### src/design/lcdv_pkg.sv
// ----------------------------------------------------------------------------
// lcdv_pkg: shared types and constants for the line centroid Doppler velocity
// block. Sample and result payloads, the closed-profile job and status codes.
// ----------------------------------------------------------------------------
package lcdv_pkg;

  // Profile length bound and derived widths
  localparam int MAX_SAMPLES = 64;
  localparam int LOG_MAX     = $clog2(MAX_SAMPLES);
  localparam int CNT_W       = $clog2(MAX_SAMPLES + 1);

  localparam int LAM_W  = 24;
  localparam int INT_W  = 16;
  localparam int PROD_W = LAM_W + INT_W;
  localparam int WLS_W  = LAM_W + LOG_MAX;
  localparam int ISUM_W = INT_W + LOG_MAX;
  localparam int WTD_W  = LAM_W + INT_W + LOG_MAX;

  localparam int VEL_W  = 30;
  localparam int STAT_W = 2;

  // Speed of light in m/s
  localparam int SOL_W = 29;
  localparam logic [SOL_W-1:0] SOL = 29'd299792458;
  localparam int DIV_IDX_W = $clog2(SOL_W);

  // Register reset values
  localparam logic [LAM_W-1:0] REST_RESET = 24'd6302500;
  localparam logic [INT_W-1:0] THR_RESET  = 16'd1000;

  // Status codes
  localparam logic [STAT_W-1:0] STATUS_OK       = 2'd0;
  localparam logic [STAT_W-1:0] STATUS_LOW      = 2'd1;
  localparam logic [STAT_W-1:0] STATUS_FLAT     = 2'd2;
  localparam logic [STAT_W-1:0] STATUS_TOO_LONG = 2'd3;

  // Queue of closed profiles
  localparam int QUEUE_DEPTH = 2;
  localparam int QPTR_W      = $clog2(QUEUE_DEPTH);
  localparam int QCNT_W      = $clog2(QUEUE_DEPTH + 1);

  typedef struct packed {
    logic [LAM_W-1:0] wavelength;
    logic [INT_W-1:0] intensity;
    logic             last_sample;
  } sample_t;

  typedef struct packed {
    logic signed [VEL_W-1:0] velocity;
    logic [STAT_W-1:0]       status;
  } result_t;

  // Sums of one closed profile
  typedef struct packed {
    logic [INT_W-1:0]  peak;
    logic [CNT_W-1:0]  count;
    logic [WLS_W-1:0]  wls;
    logic [ISUM_W-1:0] isum;
    logic [WTD_W-1:0]  wtd;
    logic              too_long;
  } job_t;

endpackage

### src/design/lcdv_front.sv
// ----------------------------------------------------------------------------
// lcdv_front: sample accumulator
// Registers each sample with its wavelength*intensity product, then folds it
// into the running peak and sums. The closing sample pushes a job to the queue.
// ----------------------------------------------------------------------------
module lcdv_front (
  input  logic             clk,
  input  logic             rst,
  input  logic             sample_valid,
  output logic             sample_stall,
  input  lcdv_pkg::sample_t sample,
  output logic             push,
  input  logic             q_full,
  output lcdv_pkg::job_t   job
);

  // Sample stage
  logic                         s1_valid;
  logic [lcdv_pkg::LAM_W-1:0]   s1_lam;
  logic [lcdv_pkg::INT_W-1:0]   s1_int;
  logic [lcdv_pkg::PROD_W-1:0]  s1_prod;
  logic                         s1_last;
  logic                         s1_go;

  // Accumulators
  logic [lcdv_pkg::INT_W-1:0]   peak, peak_next;
  logic [lcdv_pkg::CNT_W-1:0]   cnt, cnt_next;
  logic [lcdv_pkg::WLS_W-1:0]   wls, wls_next;
  logic [lcdv_pkg::ISUM_W-1:0]  isum, isum_next;
  logic [lcdv_pkg::WTD_W-1:0]   wtd, wtd_next;
  logic                         too_long, too_long_next;

  // Hold the closing sample while the queue is full
  assign s1_go        = !s1_last || !q_full;
  assign sample_stall = s1_valid && !s1_go;
  assign push         = s1_valid && s1_last && !q_full;

  // Fold the staged sample into the sums
  always_comb begin
    peak_next     = peak;
    cnt_next      = cnt;
    wls_next      = wls;
    isum_next     = isum;
    wtd_next      = wtd;
    too_long_next = too_long;
    if (cnt >= lcdv_pkg::CNT_W'(lcdv_pkg::MAX_SAMPLES)) begin
      too_long_next = 1'b1;
    end else begin
      if (cnt == '0 || s1_int > peak) begin
        peak_next = s1_int;
      end
      cnt_next  = cnt + 1'b1;
      wls_next  = wls + lcdv_pkg::WLS_W'(s1_lam);
      isum_next = isum + lcdv_pkg::ISUM_W'(s1_int);
      wtd_next  = wtd + lcdv_pkg::WTD_W'(s1_prod);
    end
  end

  assign job.peak     = peak_next;
  assign job.count    = cnt_next;
  assign job.wls      = wls_next;
  assign job.isum     = isum_next;
  assign job.wtd      = wtd_next;
  assign job.too_long = too_long_next;

  // Stage valid and accumulators
  always_ff @(posedge clk) begin
    if (rst) begin
      s1_valid <= 1'b0;
      peak     <= '0;
      cnt      <= '0;
      wls      <= '0;
      isum     <= '0;
      wtd      <= '0;
      too_long <= 1'b0;
    end else begin
      if (sample_valid && !sample_stall) begin
        s1_valid <= 1'b1;
      end else if (s1_go) begin
        s1_valid <= 1'b0;
      end
      if (s1_valid && s1_go) begin
        if (s1_last) begin
          peak     <= '0;
          cnt      <= '0;
          wls      <= '0;
          isum     <= '0;
          wtd      <= '0;
          too_long <= 1'b0;
        end else begin
          peak     <= peak_next;
          cnt      <= cnt_next;
          wls      <= wls_next;
          isum     <= isum_next;
          wtd      <= wtd_next;
          too_long <= too_long_next;
        end
      end
    end
  end

  // Sample payload and product
  always_ff @(posedge clk) begin
    if (sample_valid && !sample_stall) begin
      s1_lam  <= sample.wavelength;
      s1_int  <= sample.intensity;
      s1_last <= sample.last_sample;
      s1_prod <= lcdv_pkg::PROD_W'(sample.wavelength) * lcdv_pkg::PROD_W'(sample.intensity);
    end
  end

endmodule

### config.mk
export PLATFORM = sky130hd
export DESIGN_NAME = lcdv_front
export DESIGN_NICKNAME = d
export VERILOG_FILES = /design/src/design/lcdv_pkg.sv /design/src/design/lcdv_front.sv
export SDC_FILE = /design/constraint.sdc
export NUM_CORES = 1
export LEC_CHECK = 0
export BUFFER_PORTS_ARGS = -buffer_cell sky130_fd_sc_hd__buf_4
export CAP_MARGIN = 10
export CORE_MARGIN = 5
export CORE_UTILIZATION = 45
export DETAILED_ROUTE_END_ITERATION = 10
export PLACE_DENSITY = 0.71
export SYNTH_ARGS = -nofsm -noshare
export SYNTH_HDL_FRONTEND = slang
export SYNTH_SLANG_ARGS = --single-unit
### constraint.sdc
create_clock -name clk -period 8.21 [get_ports clk]
set_input_delay 0.4105 -clock clk [delete_from_list [all_inputs] [get_ports clk]]
set_output_delay 0.4105 -clock clk [all_outputs]
set_load 0.05 [all_outputs]
==> results of run 1 <==
flip-flops by register name (all words and copies together), names as in the netlist:
name and cells:
s1_last 1, isum 22, wtd 46, s1_int 16, s1_prod 40, s1_lam 24
s1_valid 1, too_long 1, peak 16, wls 30, cnt 7
through the flow:
stage	util [%]	instance area [µm²]	setup WS, ns	instances
3_3_place_gp	48.4	26600	1.69	3624
2_1_floorplan	-	24900	2.01	2833
6_report	49.8	27400	2.12	3671
3_5_place_dp	48.4	26600	1.57	3624
4_1_cts	49.8	27400	2.16	3670
5_1_grt	49.8	27400	1.66	3670
per-layer routing:
layer  track usage (%)  vias to the layer above  routed length, µm
li1                  -                     9444                  -
met4              5.31                        0               1420
met1              32.1                     9778              30300
met5                 0                        -                  0
met2              37.3                      734              31800
met3              5.27                       94               6660
cell usage in the layout, fill, tap and decap left out, types with 5 or more instances in the layout:
cell       netlist  routed
a211oi_1         9       9
a21o_1          65      65
a21oi_1        115     115
a22o_1          20      20
a22oi_1         38      38
a31oi_1         20      20
and2_1         161     161
and3_1          16      16
buf_4            4     176
clkbuf_16        0      26
clkbuf_8         7       6
dfxtp_1        123     122
edfxtp_1        81      81
fa_1           309     309
ha_1           210     210
inv_1          396     396
mux2_2          28      28
nand2_1        414     413
nand2b_1        10      10
nand3_1         47      47
nand4_1         18      18
nor2_1         121     120
nor2b_1         10       9
nor3_1          20      20
nor3b_1          8       8
o211ai_1         7       7
o21a_1          16      16
o21ai_0        150     149
o21ai_1         22      22
o21bai_1        17      17
o31ai_1         14      14
o41ai_1          5       5
or2_2            9       9
or3_1            9       9
xnor2_1         69      69
xor2_1          57      57
cell type report:
type                       count  area (µm²)  share of cell area [%]
antenna                        1        2.50                 0.00913
clock buffer                  36         748                    2.73
clock inverter                10        56.3                   0.205
inverter                     397        1490                    5.44
multi-input combinational   2099       17900                    65.5
sequential                   204        4900                    17.9
tap                          748         936                    3.42
timing repair buffer         176        1320                    4.82
synthesized netlist by cell type (5+ instances only):
cell	count
and2_1	161
o21ai_1	22
o211ai_1	7
a22oi_1	38
a21o_1	65
clkbuf_8	7
clkbuf_1	115
o21a_1	16
a21oi_1	115
nand2b_1	10
nor3b_1	8
ha_1	210
a211oi_1	9
and3_1	16
or2_2	9
nand2_1	414
o31ai_1	14
o21ai_0	150
xor2_1	57
nor2b_1	10
edfxtp_1	81
dfxtp_1	123
o21bai_1	17
a31oi_1	20
fa_1	309
o41ai_1	5
a22o_1	20
nor2_1	121
inv_1	396
nand4_1	18
or3_1	9
mux2_2	28
nor3_1	20
xnor2_1	69
nand3_1	47
worst paths after layout:
| path | from | endpoint | slack (ns) | cells past startpoint |
|---|---|---|---|---|
| max | sample[5] | s1_prod[36] | 2.12 | 22 |
| min | sample[0] | s1_last | 0.06 | 1 |
| max reg2reg | s1_lam[1] | wls[27] | 4.54 | 10 |
| min reg2reg | too_long | too_long | 0.45 | 2 |
kinds of logic (layout without fill, tap and decap cells):
| group | after synthesis | in the layout | share of synthesized area, % |
|---|---|---|---|
| flip-flops | 204 | 204 | 19.6 |
| AO/OA/AOI/OAI | 561 | 561 | 14.6 |
| other | 0 | 1 | 0 |
| multiplexers | 32 | 32 | 1.43 |
| adder cells (fa/ha/maj) | 519 | 519 | 35.4 |
| buffers and inverters | 530 | 619 | 8.43 |
| XOR/XNOR | 126 | 126 | 4.43 |
| AND/OR/NAND/NOR | 861 | 861 | 16.1 |
power by group:
group | internal [W] | total, W | switching (W)
Sequential | 0.00160 | 0.00170 | 0.000101
Combinational | 0.00364 | 0.00915 | 0.00551
Clock | 0.000632 | 0.00109 | 0.000461
==> results.sh, run 1 <==
export IMPL_max_freq_mhz=164
export IMPL_rsz0062_at_grt="no"
export IMPL_hpwl_um=53200
export IMPL_max_stage_delay_ns=0.54
export IMPL_hp_class="in -> reg"
export IMPL_viasPerCell=5.46
export IMPL_fin_nets=3467
export IMPL_async_flop_share_pct=0
export IMPL_cts_made_buffers=25
export IMPL_synth_top_area_share_pct=24.8
export IMPL_vias=20100
export IMPL_ys_seq_area_share_pct=19.6
export IMPL_wl_um=70200
export IMPL_p_per_area_mw_per_mm2=436
export IMPL_synth_cells=2833
export IMPL_synth_fp_nets=3397
export IMPL_fin_tns_setup_ns=0
export IMPL_insertion_delay_ns=0.56
export IMPL_ir_worst_vdd_uv=439
export IMPL_port_buffers=168
export IMPL_hold_ws_ns=0.0618
export IMPL_hold_buffers=0
export IMPL_hold_viol=0
export IMPL_worstPathCellList="buf_4, and2_1, fa_1, inv_1, fa_1, fa_1, inv_1, fa_1, fa_1, inv_1, fa_1, inv_1, ha_1, and3_1, a221o_1, a31oi_1, o21ba_2, o31ai_1, o21ai_0, a31oi_1, mux2i_1, o2111ai_1"
export IMPL_drv_slew=0
export IMPL_crit_buf_inv=5
export IMPL_crit_top_cell="fa_1"
export IMPL_layout_drive_gt1_share_pct=9.65
export IMPL_cts_tree="done"
export IMPL_antenna_left=0
export IMPL_syn_avg_cell_area_um2=8.79
export IMPL_first_pass_iters=5
export IMPL_status="finished clean"
export IMPL_critical_path_top_delay_family="adder cells"
export IMPL_rows=86
export IMPL_grt_overflow=0
export IMPL_core_mm2=0.0550
export IMPL_cts_buffer_depth=3
export IMPL_die_h_um=245
export IMPL_drc=0
export IMPL_synth_area_leaders="fa_1 25%, ha_1 11%, dfxtp_1 9.9%"
export IMPL_fill_cells=5214
export IMPL_cp_start_kind="input port"
export IMPL_initial_core_util_pct=45.3
export IMPL_io_pins=169
export IMPL_skew_ns=0.0245
export IMPL_grt_pass1_wl_um=111000
export IMPL_chipWidth_um=245
export IMPL_grt_use_total_pct=23.2
export IMPL_cts_root_buf="clkbuf_16"
export IMPL_leakage_nw=12.7
export IMPL_yosys_most_used_dff="dfxtp_1"
export IMPL_clock_sinks=204
export IMPL_setup_violations=0
export IMPL_path_max_fanout=25
export IMPL_htreeDepth=1
export IMPL_synth_area_leader_cell="fa_1"
export IMPL_cpMaxStageDelayCell="fa_1"
export IMPL_arrival_ns=6.38
export IMPL_grt_start_max_net_pins=87
export IMPL_first_iter_violations=1235
export IMPL_syn_to_final_growth_pct=9.99
export IMPL_drv_cap=0
export IMPL_grt_pass1_vias=20200
export IMPL_fin_crit_sh_pct=74.2
export IMPL_critical_path_required_ns=8.50
export IMPL_synth_edff_count=81
export IMPL_post_cts_buffers=0
export IMPL_post_drt_wl_per_cell_um=19.1
export IMPL_maxSlewHeadroom_pct=19.9
export IMPL_period_needed_ns=6.09
export IMPL_worst_pin_slew_ns=1.20
export IMPL_gp_congestion=0.917
export IMPL_worstSetupPathType="in -> reg"
export IMPL_cts_resized=0
export IMPL_synth_cell_type_count=87
export IMPL_cp_end_kind="register"
export IMPL_ys_ff_latch=204
export IMPL_path_clk_slew_ns=0.06
export IMPL_yosysWarnings=0
export IMPL_die_area_mm2=0.0602
export IMPL_finalPower_w=0.0119
export IMPL_netlist_area_mm2=0.0249
export IMPL_antenna_found_initial=1
(Power assumes the default switching activity.)
==> run 2, diff against run 1 <==
Settings changed: ABC_AREA from default to 1, PLACE_DENSITY 0.71 to 0.73.
Clock period 8.21 ns to 5.4 ns, I/O delays scaled along.
==> run 2 against run 1 <==
Flip-flop and latch count stayed put. Register-to-register slack lost 1.8 ns. Clock-buffer cell count is 4 lower. Hold slack worse by 0.037 ns. Synthesized area grew 13%.
==> results.sh, run 2 <==
export IMPL_status="finished clean"
export IMPL_synth_cells=4036
export IMPL_fin_util_pct=52.1
export IMPL_chipWidth_um=260
export IMPL_max_stage_delay_ns=0.60
export IMPL_ys_ff_latch=204
export IMPL_skew_ns=0.0227
export IMPL_fin_nets=4833
export IMPL_dp_slack_ns=-0.318
export IMPL_cpMaxStageDelayCell="fa_1"
export IMPL_crit_top_cell="fa_1"
export IMPL_vias=26200
export IMPL_clock_sinks=204
export IMPL_drc=0
export IMPL_drv_cap=0
export IMPL_cp_start_kind="input port"
export IMPL_synth_fp_nets=4600
export IMPL_grt_pass1_vias=25600
export IMPL_maxSlewHeadroom_pct=22.7
export IMPL_ys_seq_area_share_pct=17.4
export IMPL_cts_tree="done"
export IMPL_wl_um=83600
export IMPL_hold_viol=0
export IMPL_worstPathCellList="buf_4, nand2_1, fa_1, inv_1, fa_1, inv_1, fa_1, inv_1, fa_1, fa_1, fa_1, ha_1, buf_4, nand2_1, nor2_1, inv_1, nor2_1, o21ai_0, nand2_1, a21oi_2, buf_4, xnor2_1"
export IMPL_layout_commonest_cell="nand2_1"
export IMPL_yosys_top_cells_count="1246 x nand2_1, 829 x inv_1, 309 x fa_1"
export IMPL_grt_overflow=0
export IMPL_fin_cells=5124
export IMPL_first_pass_iters=8
export IMPL_grt_start_max_net_pins=83
export IMPL_antenna_left=0
export IMPL_fin_ws_ns=0.262
export IMPL_cts_made_buffers=24
export IMPL_die_h_um=260
export IMPL_synth_top_area_share_pct=21.9
export IMPL_netlist_area_mm2=0.0282
export IMPL_gp_congestion=0.971
export IMPL_cts_buffer_depth=3
export IMPL_cp_end_kind="register"
export IMPL_diodes=0
export IMPL_insertion_delay_ns=0.56
export IMPL_synth_edff_count=81
export IMPL_port_buffers=168
export IMPL_antenna_found_initial=0
export IMPL_critical_path_required_ns=5.71
export IMPL_die_area_mm2=0.0678
export IMPL_htreeDepth=1
export IMPL_core_mm2=0.0619
export IMPL_grt_pass1_wl_um=135000
export IMPL_synth_area_leader_cell="fa_1"
export IMPL_async_flop_share_pct=0
export IMPL_rows=91
export IMPL_synth_cell_type_count=49
export IMPL_yosysMostFrequentCell="nand2_1"
export IMPL_first_iter_violations=2325
export IMPL_rsz0062_at_grt="no"
export IMPL_worst_pin_slew_ns=1.16
export IMPL_io_pins=169
export IMPL_viasPerCell=5.11
export IMPL_period_needed_ns=5.14
export IMPL_grt_use_total_pct=24.6
export IMPL_layout_drive_gt1_share_pct=12.3
export IMPL_syn_avg_cell_area_um2=6.99
export IMPL_setup_violations=0
export IMPL_fin_crit_sh_pct=95.2
export IMPL_arrival_ns=5.45
export IMPL_yosys_most_used_dff="dfxtp_1"
export IMPL_yosysWarnings=0
export IMPL_path_max_fanout=16
export IMPL_regMostFlops="wtd"
export IMPL_synth_area_leaders="fa_1 22%, nand2_1 17%, inv_1 11%"
export IMPL_place_inst=5079
export IMPL_layout_common_cells="1246 x nand2_1, 827 x inv_1, 353 x buf_4, 309 x fa_1, 242 x a21oi_1"
export IMPL_worstSetupPathType="in -> reg"
export IMPL_initial_core_util_pct=45.5
export IMPL_path_clk_slew_ns=0.07
export IMPL_largest_reg_flops=46
export IMPL_hpwl_um=67900
export IMPL_reg_largest_list="wtd: 46 flops, s1_prod: 40 flops, wls: 30 flops"
export IMPL_cts_root_buf="clkbuf_16"
export IMPL_drv_slew=0
export IMPL_hp_class="in -> reg"
export IMPL_post_drt_wl_per_cell_um=16.3
export IMPL_syn_to_final_growth_pct=14.4
export IMPL_max_freq_mhz=195
-- run 2: changes by cell type after synthesis, moves of 52 or more --
| cell | previous run | this run |
|---|---|---|
| o21ai_0 | 150 | 70 |
| a21oi_1 | 115 | 242 |
| nor2_1 | 121 | 186 |
| nand3_1 | 47 | 185 |
| nand2_1 | 414 | 1246 |
| and2_1 | 161 | 42 |
| a21o_1 | 65 | 13 |
| inv_1 | 396 | 829 |
-- run 2: cells by family (layout without fill, tap and decap cells) --
logic type	count (synthesis)	in the layout	synth area share [%]
buf+inv	985	1236	13.2
compound gates	422	422	8.41
fa+ha+maj	519	519	31.2
flops	204	204	17.4
xor+xnor	74	74	2.30
simple gates	1832	1832	27.4
-- run 2: stage by stage --
stage               TNS (ns)  instance area, µm²  hold WS (ns)
global route               0               32300        0.0587
global placement       -3.81               31400         0.444
detailed placement     -4.42               31400         0.454
floorplan           -0.00719               28200         0.369
finish                     0               32300        0.0251
CTS                        0               32300       0.00723
-- run 2: repair_timing --
action                     CTS  global route
buffers inserted             0             0
hold buffers                 1             0
gates resized for setup      0             2
setup endpoints to repair    0             4
hold endpoints to repair     1             0
-- run 2: cell type report --
cell class / count / area, µm²
Fill cell: 6060 / 29700
Clock buffer: 32 / 704
Clock inverter: 12 / 189
Tap cell: 837 / 1050
Multi-Input combinational cell: 2847 / 19600
Timing Repair Buffer: 356 / 2700
Inverter: 836 / 3140
Sequential cell: 204 / 4900
-- run 2: worst paths after layout --
check / startpoint / to / slack (ns) / cells after the start
max: sample[31] / s1_prod[23] / 0.26 / 22
min: sample_valid / s1_valid / 0.03 / 3
max reg2reg: s1_prod[0] / wtd[38] / 2.79 / 14
min reg2reg: peak[13] / peak[13] / 0.46 / 2
-- run 2: metal layers --
| metal | vias up | global-route usage (%) | wire length (µm) |
|---|---|---|---|
| met5 | - | 0 | 0 |
| met4 | 0 | 7.44 | 2820 |
| met3 | 163 | 3.45 | 5750 |
| met2 | 848 | 41.6 | 39100 |
| met1 | 12400 | 33.0 | 35900 |
| li1 | 12800 | - | - |
-- run 2: critical path, delay by kind of cell --
kind / cells / cell delay [ns]
adder cells (fa/ha/maj): 7 / 3.44
buffers and inverters: 7 / 0.75
AND/OR/NAND/NOR: 5 / 0.60
AO/OA/AOI/OAI: 2 / 0.24
XOR/XNOR: 1 / 0.13
Power of run 2 is left out: the tool's default activity adds up to more than one toggle a clock period on the data nets, which glitch-free logic cannot reach.
==> run 3, diff against run 2 <==
Settings changed: ABC_AREA 1 to default, PLACE_DENSITY 0.73 to 0.74.
==> run 3 against run 2 <==
The run now ends with negative setup slack left. Worst setup slack worse by 0.32 ns. Routed wire length is 16% lower. Flip-flop and latch count stayed put. Final area is 8.0% lower. Final cell count is 25% lower. Global-route usage is 1.9 points lower. Clock-buffer cell count is 9 lower. Critical path depth is 1 lower.
==> results.sh, run 3 (synthesis results as in run 1) <==
export IMPL_grt_pass1_vias=21200
export IMPL_grt_busiest_layer="met2"
export IMPL_chipWidth_um=245
export IMPL_timing_rr_start="s1_lam[1]"
export IMPL_die_area_mm2=0.0602
export IMPL_cp_start_kind="input port"
export IMPL_layout_common_cells="406 x nand2_1, 382 x inv_1, 317 x buf_4, 287 x fa_1, 198 x ha_1"
export IMPL_arrival_ns=5.73
export IMPL_die_h_um=245
export IMPL_max_freq_mhz=183
export IMPL_critical_path_required_ns=5.67
export IMPL_reg2reg_slack_ns=1.81
export IMPL_placed_area_mm2=0.0281
export IMPL_worstPathCellList="buf_4, and2_4, fa_1, fa_1, fa_1, fa_2, fa_1, inv_1, fa_1, inv_2, ha_4, a21o_1, a221o_1, buf_6, a41oi_4, a31o_4, a31oi_4, buf_6, o21a_1, nor2_2, xnor2_1"
export IMPL_cts_tree="done"
export IMPL_max_stage_delay_ns=0.58
export IMPL_antenna_left=0
export IMPL_path_clk_slew_ns=0.06
export IMPL_cts_made_buffers=22
export IMPL_post_drt_wl_per_cell_um=18.2
export IMPL_drv_slew=0
export IMPL_path_max_fanout=7
export IMPL_drc=0
export IMPL_crit_buf_inv=5
export IMPL_worst_pin_slew_ns=1.12
export IMPL_fin_cells=3861
export IMPL_regMostFlops="wtd"
export IMPL_port_buffers=168
export IMPL_dp_slack_ns=-0.791
export IMPL_worstSetupPathType="in -> reg"
export IMPL_first_pass_iters=6
export IMPL_largest_reg_flops=46
export IMPL_diodes=0
export IMPL_maxSlewHeadroom_pct=25.0
export IMPL_cts_root_buf="clkbuf_16"
export IMPL_grt_use_total_pct=22.8
export IMPL_insertion_delay_ns=0.53
export IMPL_fin_nets=3661
export IMPL_setup_violations=5
export IMPL_grt_overflow=0
export IMPL_syn_to_final_growth_pct=19.2
export IMPL_layout_commonest_cell="nand2_1"
export IMPL_rsz0062_at_grt="yes"
export IMPL_hpwl_um=55800
export IMPL_clock_sinks=204
export IMPL_drv_cap=0
export IMPL_final_area_mm2=0.0297
export IMPL_crit_top_cell="fa_1"
export IMPL_viasPerCell=5.40
export IMPL_rows=86
export IMPL_grtUsageMet1_pct=30.3
export IMPL_cts_buffer_depth=3
export IMPL_io_pins=169
export IMPL_fin_ws_ns=-0.0533
export IMPL_critical_path_top_delay_family="adder cells"
export IMPL_grt_pass1_wl_um=112000
export IMPL_place_inst=3809
export IMPL_holdPathStages=2
export IMPL_use_met2_pct=38.6
export IMPL_r2r_end="wls[27]"
export IMPL_reg_largest_list="wtd: 46 flops, s1_prod: 40 flops, wls: 30 flops"
export IMPL_gp_congestion=0.937
export IMPL_first_iter_violations=1416
export IMPL_htreeDepth=1
export IMPL_grt_start_max_net_pins=113
export IMPL_initial_core_util_pct=45.3
export IMPL_hp_class="in -> reg"
export IMPL_reg2reg_depth=10
export IMPL_hold_viol=0
export IMPL_cpMaxStageDelayCell="fa_1"
export IMPL_violations="negative setup slack"
export IMPL_min_delay_start="sample[26]"
export IMPL_skew_ns=0.0197
export IMPL_hold_end="s1_lam[9]"
export IMPL_layout_drive_gt1_share_pct=18.5
export IMPL_wl_um=70100
export IMPL_core_mm2=0.0550
export IMPL_period_needed_ns=5.45
export IMPL_vias=20800
export IMPL_antenna_found_initial=1
export IMPL_fill_cells=4815
export IMPL_gr_usage_met3_pct=2.79
export IMPL_fin_crit_sh_pct=101
export IMPL_status="complete, but fails checks"
export IMPL_fin_tns_setup_ns=-0.175
export IMPL_cp_end_kind="register"
==> run 3: how the worst max path moves through the flow <==
stage / startpoint / slack (ns) / end / cells past startpoint
after floorplan: sample[23] / -0.37 / s1_prod[36] / 21
after detailed placement: sample[5] / -0.79 / s1_prod[36] / 24
final: sample[16] / -0.05 / s1_prod[35] / 21
after global placement: sample[5] / -0.67 / s1_prod[36] / 24
after CTS: sample[13] / -0.002 / s1_prod[36] / 22
after global routing: sample[2] / -0.21 / s1_prod[39] / 23
==> run 3: through the flow <==
stage / utilization, % / hold slack [ns]
6_report: 54.0 / 0.120
5_1_grt: 54.0 / 0.115
4_1_cts: 53.1 / 0.135
3_5_place_dp: 51.2 / 0.443
3_3_place_gp: 51.2 / 0.433
2_1_floorplan: - / 0.369
==> run 3: cell type report <==
type	count	area, µm²	share of cell area [%]
inverter	397	1490	5.02
clock inverter	17	236	0.796
clock buffer	23	576	1.94
sequential	204	4900	16.5
timing repair buffer	373	3130	10.5
multi-input combinational	2099	18400	62.1
tap	748	936	3.15
==> run 3: routing by layer <==
metal	routed length (µm)	up-vias
met5	0	-
met4	2410	0
met3	4870	137
met2	33500	751
met1	29400	10100
li1	-	9842
==> run 3: timing repair <==
item | in CTS | in global routing
hold buffers | 2 | 0
gates resized for setup | 39 | 123
cloned | 0 | 1
pin swaps | 13 | 49
endpoints found under the hold margin | 2 | 0
setup endpoints to repair | 8 | 21
setup buffers | 2 | 9
Power of run 3 is left out for the same reason.
